===== config.mk =====
export PLATFORM = sky130hd
export DESIGN_NAME = tss_front
export DESIGN_NICKNAME = d
export VERILOG_FILES = /design/src/hdl/tss_pkg.sv /design/src/hdl/tss_front.sv
export SDC_FILE = /design/constraint.sdc
export NUM_CORES = 1
export LEC_CHECK = 0
export ABC_CLOCK_PERIOD_IN_PS = 5600
export BUFFER_PORTS_ARGS = -buffer_cell sky130_fd_sc_hd__buf_2
export CAP_MARGIN = 10
export CORE_MARGIN = 2
export CORE_UTILIZATION = 58
export CTS_CLUSTER_DIAMETER = 200
export DETAILED_ROUTE_END_ITERATION = 10
export PLACE_DENSITY = 0.85
export SLEW_MARGIN = 20
export SYNTH_ARGS = -nofsm -noshare
export SYNTH_HDL_FRONTEND = slang
export SYNTH_SLANG_ARGS = --single-unit

===== constraint.sdc =====
create_clock -name clk_i -period 5.6 [get_ports clk_i]
set_input_delay 0.84 -clock clk_i [delete_from_list [all_inputs] [get_ports clk_i]]
set_output_delay 0.84 -clock clk_i [all_outputs]
set_load 0.01 [all_outputs]

===== src/hdl/tss_pkg.sv =====
// Shared types and constants for the trajectory speed score block.
// No dependencies.
package tss_pkg;

  typedef enum logic [1:0] {
    StatusOk      = 2'd0,
    StatusLinUnset = 2'd1,
    StatusAngUnset = 2'd2,
    StatusTimeUnset = 2'd3
  } status_e;

  typedef enum logic [1:0] {
    RegMaxLin  = 2'd0,
    RegMaxTurn = 2'd1,
    RegSpan    = 2'd2
  } reg_idx_e;

  // Request passed from the front to the back through the queue.
  typedef struct packed {
    logic [31:0] ax;
    logic [31:0] ay;
    logic [32:0] dh;
    logic        step;
    logic        last;
  } work_t;

  typedef enum logic [2:0] {
    BkIdle  = 3'd0,
    BkMul   = 3'd1,
    BkSqrt  = 3'd2,
    BkAcc   = 3'd3,
    BkDivL  = 3'd4,
    BkDivA  = 3'd5,
    BkOut   = 3'd6
  } back_state_e;

  localparam logic [31:0] ScoreOne = 32'h0001_0000;

endpackage


===== src/hdl/tss_front.sv =====
// Front part: accepts points, keeps the previous point, forms absolute deltas.
// Depends on tss_pkg.
module tss_front (
  input  logic                 clk_i,
  input  logic                 rst_ni,
  input  logic                 in_valid_i,
  output logic                 in_ready_o,
  input  logic [31:0]          pos_x_i,
  input  logic [31:0]          pos_y_i,
  input  logic [31:0]          heading_i,
  input  logic                 last_point_i,
  output logic                 push_o,
  output tss_pkg::work_t       push_data_o,
  input  logic                 full_i
);
  logic [31:0] prev_x_q, prev_y_q, prev_h_q;
  logic        first_q;
  logic signed [32:0] dx, dy, dh;

  assign in_ready_o = !full_i;
  assign push_o     = in_valid_i && !full_i;

  always_comb begin
    dx = {pos_x_i[31], pos_x_i} - {prev_x_q[31], prev_x_q};
    dy = {pos_y_i[31], pos_y_i} - {prev_y_q[31], prev_y_q};
    dh = {heading_i[31], heading_i} - {prev_h_q[31], prev_h_q};
    push_data_o.ax   = dx[32] ? 32'(-dx) : dx[31:0];
    push_data_o.ay   = dy[32] ? 32'(-dy) : dy[31:0];
    push_data_o.dh   = dh[32] ? 33'(-dh) : 33'(dh);
    push_data_o.step = !first_q;
    push_data_o.last = last_point_i;
  end

  always_ff @(posedge clk_i or negedge rst_ni) begin
    if (!rst_ni) begin
      prev_x_q <= '0;
      prev_y_q <= '0;
      prev_h_q <= '0;
      first_q  <= 1'b1;
    end else if (push_o) begin
      prev_x_q <= pos_x_i;
      prev_y_q <= pos_y_i;
      prev_h_q <= heading_i;
      first_q  <= last_point_i;
    end
  end
endmodule


==> metrics.yaml <==
cells_and_area:
  drive_gt1_share_pct: 17.88
  area_delta_synth_final_pct: 16.47
  final_common_cell: "buf_2"
  final_cell_mix: "200 x buf_2, 180 x nand2_1, 159 x o21ai_0, 134 x inv_1, 112 x a21oi_1"
  fin_nets: 1881
  nFillCells: 1622
  finish.utilization_pct: 68.68
routing:
  drt_wl_total_mm: 29.10
  drc_errors: 0
  vias: 11271
  vias_per_cell: 5.867
  ant_nets: 0
  drt_iter0_markers: 662
  routedWlPerCell_um: 15.15
  dr.pass1.iters: 5
die:
  start_util_pct: 58.97
  rows: 50
  die_x_um: 141.7
  die-area_sq_um: 20070
  fp.coreArea_sq_um: 18640
  die_y_um: 141.7
  io_pins: 202
critical_path:
  worstPathMaxFanout: 4
  regToRegSetupSlack_ns: 4.78
  end_kind: "output port"
  crit_path_start_kind: "primary input"
  cp.required_ns: 4.76
  critPathMaxStageDelay_ns: 0.53
  worstPathCellList: "buf_2, inv_1, ha_1, inv_1, fa_2, a211oi_2, o211ai_1, a2111oi_2, buf_4, a211oi_1, a221oi_2, and2b_1, nand3_2, or4_4, o41a_1, a311oi_2, xor2_1, buf_2"
  critical_path_class: "primary input to output port"
  cp_slowest_cell: "or4_4"
  cpLargestDelayFamily: "compound AO/OA/AOI/OAI gates"
  crit_buf_inv: 5
  arrival_ns: 4.63
placement:
  gp_congestion: 0.9427
  dpl.hpwl_mm: 22.72
  dpl_worst_slack_ns: -0.09016
  port_buffers: 201
clock_network:
  cts_max_level: 3
  cts_root_buf: "clkbuf_16"
  clk_pin_slew_ns: 0.08
  numCtsBuffers: 9
  cts_sinks: 97
  clock_path_buffers: 2
  cts_tree: "done"
  cts_hold_buf: 0
  clk_latency_ns: 0.36
grt:
  antenna_found_initial: 4
  grt_first_pass_wirelength_mm: 46.98
  grt_pass1_vias: 10374
  grt.overflow.total: 0
  grt_max_degree: 111
  gr-usage-all-layers_pct: 28.00
synthesis:
  synth-edff-count: 0
  ys.flop_type: "dfrtp_1"
  ys_ff_latch: 97
  ys_types: 72
  synthArstFlopShare_pct: 100.0
  postSynthAreaPerCell_sq_um: 7.418
  ys_seq_area_share_pct: 22.09
  syn_area_sq_um: 10990
  syn-num-nets: 1685
  netlist_instances: 1482
  yosysWarnings: 0
sta:
  clock_skew_ns: 0
  fin_crit_sh_pct: 97.60
  setup_violations: 0
  worst_pin_slew_ns: 0.9799
  relSlewSlack_pct: 34.68
  timing.fmax_mhz: 183.0
  postLayoutSetupSlackWorst_ns: 0.1341
  slew_violations: 0
  hold_viol: 0
  period_needed_ns: 5.466
  hold-worst-slack_ns: 0.5149
power_and_ir_drop:
  finalPower_uw: 4398
  vdd.ir_drop.worst_uv: 180.7
  leakagePower_uw: 0.006021
  power_density_nw_per_um2: 343.5
min_path:
  hp-class: "register to register"
run:
  max_cap_violations: 0
run_status:
  status: "finished, final reports clean"
## synthesized netlist by cell type (3+ instances only)
cell,count,area [sq um]
o31a_1,4,35.03
buf_2,4,20.02
a21oi_1,114,570.6
or4_1,4,30.03
nor4_1,15,93.84
a31o_2,5,43.79
nand4_1,16,100.1
nor3b_1,4,30.03
buf_1,6,22.52
a31oi_1,23,143.9
clkbuf_1,51,191.4
mux2_2,5,56.30
or2_2,3,18.77
o21ai_1,4,20.02
a211o_1,8,70.07
a21o_1,44,330.3
nor4b_1,3,26.28
and2_1,12,75.07
o31ai_1,9,67.56
or3_1,15,93.84
nor2_1,79,296.5
xnor2_1,99,867.1
and3_1,10,62.56
dfrtp_1,96,2402
inv_1,134,503.0
nand2_1,180,675.7
nor3_1,34,170.2
or3b_2,3,26.28
o21bai_1,8,60.06
xor2_1,73,639.4
nand3_1,34,170.2
o211ai_1,21,157.7
o21ai_0,159,795.8
o22ai_1,3,18.77
a21boi_0,3,22.52
nor2b_1,18,112.6
fa_1,3,60.06
nand2b_1,7,43.79
ha_1,99,1239
a211oi_1,9,67.56
a41oi_1,4,35.03
o21a_1,14,105.1
o2111ai_1,3,26.28
mux2i_1,3,30.03
## final cells by class
| class | count | area, sq um | share of cell area [%] |
|---|---|---|---|
| Multi-Input combinational cell | 1189 | 7918 | 61.84 |
| Timing Repair Buffer | 247 | 1354 | 10.57 |
| Clock buffer | 11 | 232.7 | 1.818 |
| Tap cell | 234 | 292.8 | 2.287 |
| Sequential cell | 97 | 2429 | 18.97 |
| Antenna cell | 4 | 10.01 | 0.07818 |
| Inverter | 134 | 503.0 | 3.928 |
| Clock inverter | 5 | 65.06 | 0.5082 |
## layer usage
metal / GRT usage, % / share of wire (%) / vias to the layer above
met2: 46.50 / 47 / 427
met3: 3.442 / 5.7 / 82
met1: 36.68 / 44 / 5174
met5: 0 / 0 / -
met4: 12.58 / 3.6 / 0
li1: - / - / 5588
## power by group
group	switching, uW	internal (uW)	leakage (uW)
Combinational	1710	1210	0.00469
Clock	305	352	0.000138
Sequential	24.3	790	0.00119
## timing repair
action / CTS / global route
buffers inserted: 0 / 2
endpoints found under the setup margin: 1 / 12
pin swaps: 0 / 8
resized for setup: 2 / 16
## registers in the layout, indices dropped and copies added, names as in the netlist
name / count
prev_h_q: 32
prev_x_q: 32
prev_y_q: 32
first_q: 1
## cell families (layout without fill, tap and decap cells)
group	count (synthesis)	in the layout	synth area share, %
compound gates	458	458	25.45
simple gates	449	449	19.38
buf+inv	196	397	6.772
xor+xnor	172	172	13.70
fa+ha+maj	102	102	11.81
flops	97	97	22.09
mux	8	8	0.7853
other cells	0	4	0
## worst paths after layout
path                                      from                  endpoint  cells past startpoint
setup reg to reg           first_q$_DFFE_PN1P_       first_q$_DFFE_PN1P_                      2
max in group asynchronous               rst_ni  prev_x_q[10]$_DFFE_PN0P_                      2
setup / recovery                    pos_x_i[0]           push_data_o[98]                     18
min in group asynchronous               rst_ni   prev_h_q[1]$_DFFE_PN0P_                      1
hold / removal             first_q$_DFFE_PN1P_       first_q$_DFFE_PN1P_                      2
hold reg to reg            first_q$_DFFE_PN1P_       first_q$_DFFE_PN1P_                      2
## stage by stage
step | instance area, sq um | cells | setup TNS, ns
floorplan | 10990 | 1482 | 0
finish | 12800 | 1921 | 0
global route | 12800 | 1921 | -0.04111
global placement | 12390 | 1899 | -0.01013
detailed placement | 12390 | 1899 | -0.09016
CTS | 12690 | 1915 | 0
## worst register-to-register path: stages (launching register included)
cell	delay, ns
dfstp_2	0.52
inv_1	0.04
o21ai_0	0.18
(Power assumes the default switching activity.)
