## src/hdl/tss_pkg.sv

```systemverilog
// Shared types and constants for the trajectory speed score block.
// No dependencies.
package tss_pkg;

  typedef enum logic [1:0] {
    StatusOk      = 2'd0,
    StatusLinUnset = 2'd1,
    StatusAngUnset = 2'd2,
    StatusTimeUnset = 2'd3
  } status_e;

  typedef enum logic [1:0] {
    RegMaxLin  = 2'd0,
    RegMaxTurn = 2'd1,
    RegSpan    = 2'd2
  } reg_idx_e;

  // Request passed from the front to the back through the queue.
  typedef struct packed {
    logic [31:0] ax;
    logic [31:0] ay;
    logic [32:0] dh;
    logic        step;
    logic        last;
  } work_t;

  typedef enum logic [2:0] {
    BkIdle  = 3'd0,
    BkMul   = 3'd1,
    BkSqrt  = 3'd2,
    BkAcc   = 3'd3,
    BkDivL  = 3'd4,
    BkDivA  = 3'd5,
    BkOut   = 3'd6
  } back_state_e;

  localparam logic [31:0] ScoreOne = 32'h0001_0000;

endpackage

```

## src/hdl/tss_queue.sv

```systemverilog
// Two-entry queue between the front and back parts.
// Depends on tss_pkg.
module tss_queue (
  input  logic           clk_i,
  input  logic           rst_ni,
  input  logic           push_i,
  input  tss_pkg::work_t push_data_i,
  output logic           full_o,
  input  logic           pop_i,
  output logic           empty_o,
  output tss_pkg::work_t pop_data_o
);
  tss_pkg::work_t mem_q [2];
  logic wr_q, rd_q;
  logic [1:0] cnt_q;

  assign full_o     = cnt_q == 2'd2;
  assign empty_o    = cnt_q == 2'd0;
  assign pop_data_o = mem_q[rd_q];

  always_ff @(posedge clk_i) begin
    if (push_i) mem_q[wr_q] <= push_data_i;
  end

  always_ff @(posedge clk_i or negedge rst_ni) begin
    if (!rst_ni) begin
      wr_q  <= 1'b0;
      rd_q  <= 1'b0;
      cnt_q <= '0;
    end else begin
      if (push_i) wr_q <= !wr_q;
      if (pop_i) rd_q <= !rd_q;
      cnt_q <= cnt_q + 2'(push_i) - 2'(pop_i);
    end
  end
endmodule

```

## config.mk

```make
export PLATFORM = sky130hd
export DESIGN_NAME = tss_queue
export DESIGN_NICKNAME = d
export VERILOG_FILES = /design/src/hdl/tss_pkg.sv /design/src/hdl/tss_queue.sv
export SDC_FILE = /design/constraint.sdc
export NUM_CORES = 1
export LEC_CHECK = 0
export BUFFER_PORTS_ARGS = -buffer_cell sky130_fd_sc_hd__buf_4
export CORE_MARGIN = 1.5
export CORE_UTILIZATION = 57
export CTS_CLUSTER_DIAMETER = 40
export DETAILED_ROUTE_END_ITERATION = 16
export PLACE_DENSITY = 0.85
export SLEW_MARGIN = 20
export SYNTH_ARGS = -nofsm -noshare
export SYNTH_HDL_FRONTEND = slang
export SYNTH_SLANG_ARGS = --single-unit
```

## constraint.sdc

```tcl
create_clock -name clk_i -period 9.85 [get_ports clk_i]
set_input_delay 0.4925 -clock clk_i [delete_from_list [all_inputs] [get_ports clk_i]]
set_output_delay 0.4925 -clock clk_i [all_outputs]
set_load 0.01 [all_outputs]
```

==> out/results.ini, run 1 <==
[finish]
diodes=0
final_nets=650
fillerInstances=753
areaGrowthSynthToFinish_pct=29.89
seqCellArea_um2=6050
drive_gt1_share_pct=61.61
multiInputGateArea_um2=1585

[global_route]
grt_max_degree=60
grt_pass1_vias=3969
antenna_found_initial=0
gr-usage-all-layers_pct=18.36
grt_pass1_wl_um=20240
grt-ovfl-total=0

[route]
vias=3727
finalWirelength_um=13840
detail-route-antenna-nets=0
met1_length_um=5366
wl_met3_um=933
highest_layer=met4
vias_per_cell=5.064
first_pass_iters=4
wl_per_cell_um=18.80
drtIter0Drc=251
wl_met2_um=7309
drc_errors=0

[clock_network]
cts-root-buf=clkbuf_16
cts_sinks=202
cts_buffers=23
cts.clk_slew.worst_paths_ns=0.06
htreeDepth=1
cts_tree=done
clk_latency_ns=0.49
cts_setup_buffers=0
clock_path_buffers=3

[place]
numPortBuffers=203
dp_hpwl_um=9222
place_congestion=0.7328

[sta]
finalMaxSlewViolations=0
rsz0062_at_grt=false
hold_viol_final=0
worst_clock_skew_ns=0.01606
tightest_slew_ns=1.061
fin_setup_tns_ns=0
setup_viol=0
fin_crit_ns=3.421
fin_crit_sh_pct=34.73
max_slew_margin_pct=29.30
fmaxAchievable_ghz=0.2923
holdWs_ns=0.1824

[synthesis]
synthCells=323
synth-seq-cells=202
yosysSeqAreaShare_pct=77.11
synth_warnings=0
syn-num-nets=428
synth.avg_cell_area_um2=24.27
synth_area_um2=7840
yosysUniqueCellTypes=12

[floorplanning]
die_height_um=120.3
io_pins=204
coreArea_um2=13350
die_area_um2=14470
rows=42
die-width_um=120.3
start_util_pct=58.74

[worst_hold_path]
hold_start=push_data_i[28]
hp-class=primary input to flop

[setup_path]
cp.arrival_ns=2.93
cp_max_fo=59
crit_start=rd_q$_DFFE_PN0P_
critPathRequiredTime_ns=9.36
path_class=flop to output port
reg2reg_from=rd_q$_DFFE_PN0P_
cp-end-kind=output port
cp-start-kind=flop

[power_and_ir_drop]
ir_worst_vdd_v=0.0002238
p_leak_nw=4.150
power.density_nw_per_um2=295.3

[run]
max-cap-violations=0

[outcome]
status=finished, final reports clean

==> cells by family (layout without fill, tap and decap cells) <==
family                     after synthesis  after routing  share of synthesized area [%]
muxes                                   99             99                          18.96
adders and majority gates                2              2                         0.3191
xor gates and xnor gates                 3              3                         0.5267
DFF                                    202            202                          77.11
and+or+nand+nor                          4              4                         0.2872
buffers and inverters                   13            250                          2.793
==> cell type report <==
cell class	instances	area share, %
Sequential cell	202	59.41
Multi-Input combinational cell	108	15.57
Timing Repair Buffer	208	15.36
Clock buffer	24	5.689
Tap cell	176	2.162
Clock inverter	16	1.745
Inverter	2	0.07372
==> state kept, by name, summed over array words and instances, names as in the netlist <==
register	count
cnt_q	2
wr_q	1
rd_q	1
mem_q	198
==> routing by layer <==
metal / vias to the layer above / global-route usage, %
met5: - / 0
met4: 0 / 6.176
met3: 16 / 4.151
met2: 139 / 32.86
met1: 1843 / 22.09
li1: 1729 / -
==> cells in the final DEF (no fill, tap or decap), drive strengths merged <==
cell type	n
and2	1
buf	207
bufinv	3
clkbuf	24
clkinv	8
clkinvlp	2
dfrtp	4
dlygate4sd3	1
edfxtp	198
ha	2
inv	5
mux2	99
nor2	1
nor2b	2
xor2	2
xor3	1
==> critical path, cell delays in order (launching register included) <==
cell     delay (ns)
dfrtp_4        0.92
buf_4          0.90
mux2_4         0.36
buf_4          0.15
==> power by group <==
part           internal (mW)  switching, mW
logic                  0.551          0.392
registers               1.14         0.0913
clock network          0.509          0.320
==> through the flow <==
step	power [mW]	setup slack, ns	instance area (um^2)	cells	utilization, %
2_1_floorplan	1.900	4.479	7840	323	-
3_3_place_gp	2.180	6.930	9417	695	70.55
3_5_place_dp	2.208	6.915	9417	695	70.55
4_1_cts	3.043	6.392	10180	736	76.29
5_1_grt	3.128	6.318	10180	736	76.29
6_report	3.008	6.429	10180	736	76.29
==> path summary, 6_finish.rpt <==
kind	end	slack, ns	cells after the start
setup / recovery	pop_data_o[41]	6.43	3
hold reg to reg	wr_q$_DFFE_PN0P_	0.55	1
min in group asynchronous	cnt_q[1]$_DFF_PN0_	0.34	2
max in group asynchronous	rd_q$_DFFE_PN0P_	9.39	2
setup reg to reg	rd_q$_DFFE_PN0P_	7.69	2
hold / removal	mem_q[0][28]$_DFFE_PP_	0.18	1
==> Yosys cell counts (all sizes together) <==
library cell / count / area [um^2]
and2: 1 / 6.260
buf: 11 / 211.5
dfrtp: 4 / 100.1
edfxtp: 198 / 5946
ha: 2 / 25.02
inv: 2 / 7.510
mux2: 99 / 1486
nor2: 1 / 3.750
nor2b: 2 / 12.51
xor2: 2 / 17.52
xor3: 1 / 23.77
==> what timing repair did <==
item	CTS	global route
resized for setup	0	0
endpoints found under the hold margin	4	0
hold buffers	1	0
Note: power is estimated with default switching activity, not from simulation.
==> run 2, diff against run 1 <==
CORE_UTILIZATION = 53   (was 57)
PLACE_DENSITY = 0.8   (was 0.85)
clock period = 3.5 ns   (was 9.85 ns; I/O delays follow)
==> run 2 against run 1 <==
Clock skew is 0.0079 ns lower; non-clock buffer count is 103 higher; utilization is 2.6 points higher; combinational power grew to 3.0 times the previous value; sequential share of layout area is 6.4 points lower; power grew to 3.0 times the previous value; count of clock-buffer cells in the layout is 6 higher; routed wire length is 22% higher; cell count is 16% higher; flip-flop and latch count stayed put; largest cell class unchanged; largest power group unchanged.
==> out/results.ini, run 2 (same netlist as run 1, synthesis figures left out) <==
[outcome]
status=finished, final reports clean

[setup_path]
cp_top_family=flip-flops
critPathRequiredTime_ns=3.32
r2r_slack_ns=1.52
path_class=flop to output port
reg2reg_to=mem_q[1][90]$_DFFE_PP_
crit_top_cell=buf_4
slowest_delay_ns=1.03
cp-end-kind=output port
reg2reg_from=wr_q$_DFFE_PN0P_
crit_buf_inv=2
crit_end=pop_data_o[51]
cp-start-kind=flop
reg2regPathDepth=2
critPathSlowestCell=dfrtp_4
cp_max_fo=46
crit_start=rd_q$_DFFE_PN0P_
cp.arrival_ns=2.48
critical_path_cell_count=3
cp_cell_sequence=buf_4 -> mux2_4 -> buf_4

[floorplanning]
start_util_pct=54.15
coreArea_um2=14480
io_pins=204
die_area_um2=15530
die-width_um=124.6
rows=44
die_height_um=124.6

[finish]
fin_area_um2=11420
regMostFlops=mem_q
most-common-layout-cells=buf_4, edfxtp_1, dlygate4sd3_1
multiInputGateArea_um2=1585
largest_register_ffs=198
fillerInstances=716
instances_no_fill=853
diodes=0
seqCellArea_um2=6050
drive_gt1_share_pct=52.62
areaGrowthSynthToFinish_pct=45.71
reg.largest.list=mem_q: 198 flops, cnt_q: 2 flops
final_nets=756
final_common_cell=buf_4
finish.utilization_pct=78.90

[clock_network]
cts.clk_slew.worst_paths_ns=0.05
ctsResizeCount=0
cts_sinks=202
cts_tree=done
htreeDepth=1
cts-root-buf=clkbuf_16
cts_setup_buffers=0
cts_buffers=26
clock_path_buffers=3
clk_latency_ns=0.50
cts_hold_buf=102

[route]
detail-route-antenna-nets=0
wl_per_cell_um=19.74
finalWirelength_um=16840
drc_errors=0
vias_per_cell=4.998
vias=4263
first_pass_iters=4
drtIter0Drc=206

[sta]
fin_crit_sh_pct=75.84
finalMaxSlewViolations=0
hold_viol_final=0
setup_viol=0
rsz0062_at_grt=false
worst_clock_skew_ns=0.008114
fin_crit_ns=2.654
max_slew_margin_pct=39.69
tightest_slew_ns=0.9047
fmaxAchievable_ghz=0.3767
fin_setup_tns_ns=0
holdWs_ns=0.03693

[power_and_ir_drop]
clkPwrFrac_pct=30.9
combPwrFrac_pct=30.7
p_leak_nw=4.676
ir_worst_vdd_v=0.0005217
p_switching_mw=2.435
p_int_mw=6.715
p_sw_share_pct=26.61
power.density_nw_per_um2=801.0
power.share.sequential_pct=38.4

[place]
place_congestion=0.7369
place_area_um2=9467
dp_cells=705
dp_hpwl_um=9460
numPortBuffers=203

[global_route]
gr-usage-all-layers_pct=21.46
grt_pass1_wl_um=25830
grt_max_degree=84
grt_pass1_vias=4745
antenna_found_initial=0
grt-ovfl-total=0

[run]
max-cap-violations=0

[worst_hold_path]
hp-class=primary input to asynchronous set/reset pin

-- run 2: cell count changes in the layout (fill, tap and decap cells not counted), sizes merged --
cell and change:
clkbuf +6, bufinv +3, dlygate4sd3 +101, clkinv -1, clkinvlp -1, inv -1, buf +2
-- run 2: cell type report --
cell class              count  share of cell area (%)
multi-input cells         108                   13.88
flip-flops and latches    202                   52.96
well taps                 184                   2.015
clock inverters            16                   2.180
inverters                   2                 0.06572
repair buffers            311                   22.89
clock buffers              30                   6.013
-- run 2: power by group through the flow --
stage	Combinational (mW)	Sequential (mW)	Clock (mW)
3_5_place_dp	2.70	3.55	0
5_1_grt	2.96	3.56	2.97
6_report	2.81	3.51	2.83
4_1_cts	2.81	3.51	2.87
3_3_place_gp	2.65	3.52	0
2_1_floorplan	1.94	3.39	0
-- run 2: worst min-delay path by stage --
stage / startpoint / to / cells past startpoint
2_1_floorplan: rst_ni / cnt_q[0]$_DFF_PN0_ / 0
3_3_place_gp: rst_ni / rd_q$_DFFE_PN0P_ / 1
3_5_place_dp: rst_ni / cnt_q[0]$_DFF_PN0_ / 1
4_1_cts: rst_ni / rd_q$_DFFE_PN0P_ / 2
5_1_grt: rst_ni / cnt_q[0]$_DFF_PN0_ / 2
6_report: rst_ni / wr_q$_DFFE_PN0P_ / 2
-- run 2: metrics by stage --
| stage | setup slack [ns] | total power, mW |
|---|---|---|
| final | 0.8457 | 9.150 |
| after global placement | 1.436 | 6.169 |
| after detailed placement | 1.393 | 6.252 |
| after global routing | 0.7563 | 9.491 |
| after CTS | 0.8511 | 9.194 |
| after floorplan | 0.07938 | 5.329 |
-- run 2: routing by layer --
layer	vias up	part of all wire (%)	routed length (um)	GRT usage, %
met5	-	0	0	0
met4	0	2.4	404	7.235
met3	30	6.6	1111	4.811
met2	190	54	9087	39.43
met1	2103	37	6238	24.71
li1	1940	-	-	-
==> run 3, diff against run 2 <==
clock period = 2.8 ns   (was 3.5 ns; I/O delays follow)
==> run 3 against run 2 <==
Sequential power increased by 22%; critical path depth unchanged; largest cell class unchanged; setup slack got worse by 0.39 ns; utilization decreased by 0.50 points; register-to-register slack worse by 0.40 ns; global-route usage decreased by 1.4 points; cell count rose by 0.35%; die area unchanged; count of clock-buffer cells in the layout grew 1; highest routed layer unchanged; sequential share of layout area grew 0.34 points; clock power up 13%; non-clock buffer count grew 1.
==> out/results.ini, run 3 (same netlist as run 1, synthesis figures left out) <==
[setup_path]
reg2regPathDepth=2
cp-end-kind=output port
reg2reg_to=mem_q[1][40]$_DFFE_PP_
critPathSlowestCell=dfrtp_4
cp_max_fo=25
cp_top_family=flip-flops
slowest_delay_ns=0.69
crit_buf_inv=2
critPathRequiredTime_ns=2.66
path_class=flop to output port
cp-start-kind=flop
crit_top_cell=buf_4
cp_cell_sequence=buf_4 -> mux2_4 -> buf_4
cp.arrival_ns=2.20
reg2reg_from=wr_q$_DFFE_PN0P_
r2r_slack_ns=1.12

[place]
numPortBuffers=203
place_congestion=0.7299
dp_hpwl_um=9241
dp_cells=705
place_area_um2=9467
pre_cts_ws_ns=0.9849

[route]
vias_per_cell=4.884
first_pass_iters=4
met1_length_um=6128
drtIter0Drc=218
detail-route-antenna-nets=0
drc_errors=0
wl_met3_um=890
highest_layer=met4
wl_per_cell_um=18.43
vias=4181
wl_met2_um=8391
finalWirelength_um=15780

[floorplanning]
io_pins=204
start_util_pct=54.15
coreArea_um2=14480
die_area_um2=15530
rows=44
die_height_um=124.6
die-width_um=124.6

[global_route]
grt_pass1_vias=4586
grt_pass1_wl_um=24190
antenna_found_initial=0
grt-ovfl-total=0
gr-usage-all-layers_pct=20.08
grt_max_degree=56

[worst_hold_path]
hold_end=mem_q[0][57]$_DFFE_PP_
hp-class=primary input to flop
hold_start=push_data_i[57]
hold_depth=2

[sta]
tightest_slew_ns=0.6861
rsz0062_at_grt=false
fmaxAchievable_ghz=0.4275
setup_viol=0
fin_setup_tns_ns=0
fin_crit_sh_pct=83.55
max_slew_margin_pct=54.26
holdWs_ns=0.3558
worst_slack_ns=0.4606
hold_viol_final=0
fin_crit_ns=2.339
worst_clock_skew_ns=0.009070
finalMaxSlewViolations=0

[finish]
final_common_cell=buf_4
most-common-layout-cells=buf_4, edfxtp_1, dlygate4sd3_1
finish.utilization_pct=78.40
largest_register_ffs=198
instances_no_fill=856
regMostFlops=mem_q
final_nets=757
fin_area_um2=11350
reg.largest.list=mem_q: 198 flops, cnt_q: 2 flops
drive_gt1_share_pct=52.08
diodes=0
areaGrowthSynthToFinish_pct=44.78

[clock_network]
htreeDepth=1
clock_path_buffers=3
cts.clk_slew.worst_paths_ns=0.06
cts_hold_buf=103
cts-root-buf=clkbuf_16
ctsResizeCount=0
clk_latency_ns=0.51
cts_sinks=202
cts_setup_buffers=0
cts_buffers=26
cts_tree=done

[power_and_ir_drop]
power_mw=11.03
power.density_nw_per_um2=971.9
clkPwrFrac_pct=29.0
p_leak_nw=4.637
p_int_mw=8.029
power.share.sequential_pct=38.8
p_sw_share_pct=27.22
p_switching_mw=3.003
combPwrFrac_pct=32.2
ir_worst_vdd_v=0.0006861

[outcome]
status=finished, final reports clean

[run]
max-cap-violations=0

==> run 3: power groups by stage <==
stage          registers [mW]  clock network, mW  logic [mW]
3_3_place_gp             4.30                  0        3.38
6_report                 4.28               3.20        3.55
5_1_grt                  4.34               3.39        3.75
4_1_cts                  4.28               3.24        3.56
2_1_floorplan            4.20                  0        2.43
3_5_place_dp             4.34                  0        3.43
==> run 3: worst max-delay path by stage <==
| stage | startpoint | endpoint | slack [ns] | depth (start not counted) |
|---|---|---|---|---|
| after CTS | rd_q$_DFFE_PN0P_ | pop_data_o[80] | 0.45 | 3 |
| after global placement | rd_q$_DFFE_PN0P_ | pop_data_o[30] | 1.02 | 3 |
| after global routing | rd_q$_DFFE_PN0P_ | pop_data_o[83] | 0.36 | 3 |
| after floorplan | wr_q$_DFFE_PN0P_ | mem_q[0][0]$_DFFE_PP_ | 0.48 | 1 |
| final | rd_q$_DFFE_PN0P_ | pop_data_o[83] | 0.46 | 3 |
| after detailed placement | rd_q$_DFFE_PN0P_ | pop_data_o[80] | 0.98 | 3 |
==> run 3: final cells by class <==
class | count | area (um^2)
fill | 723 | 3128
clock buffer | 31 | 690.7
tap | 184 | 230.2
multi-input combinational | 108 | 1585
sequential | 202 | 6050
inverter | 2 | 7.507
timing repair buffer | 312 | 2625
clock inverter | 17 | 162.7
==> run 3: layer usage <==
metal	vias up	track usage [%]
met5	-	0
met2	164	36.26
met1	2038	24.07
met4	0	6.694
li1	1945	-
met3	34	4.038
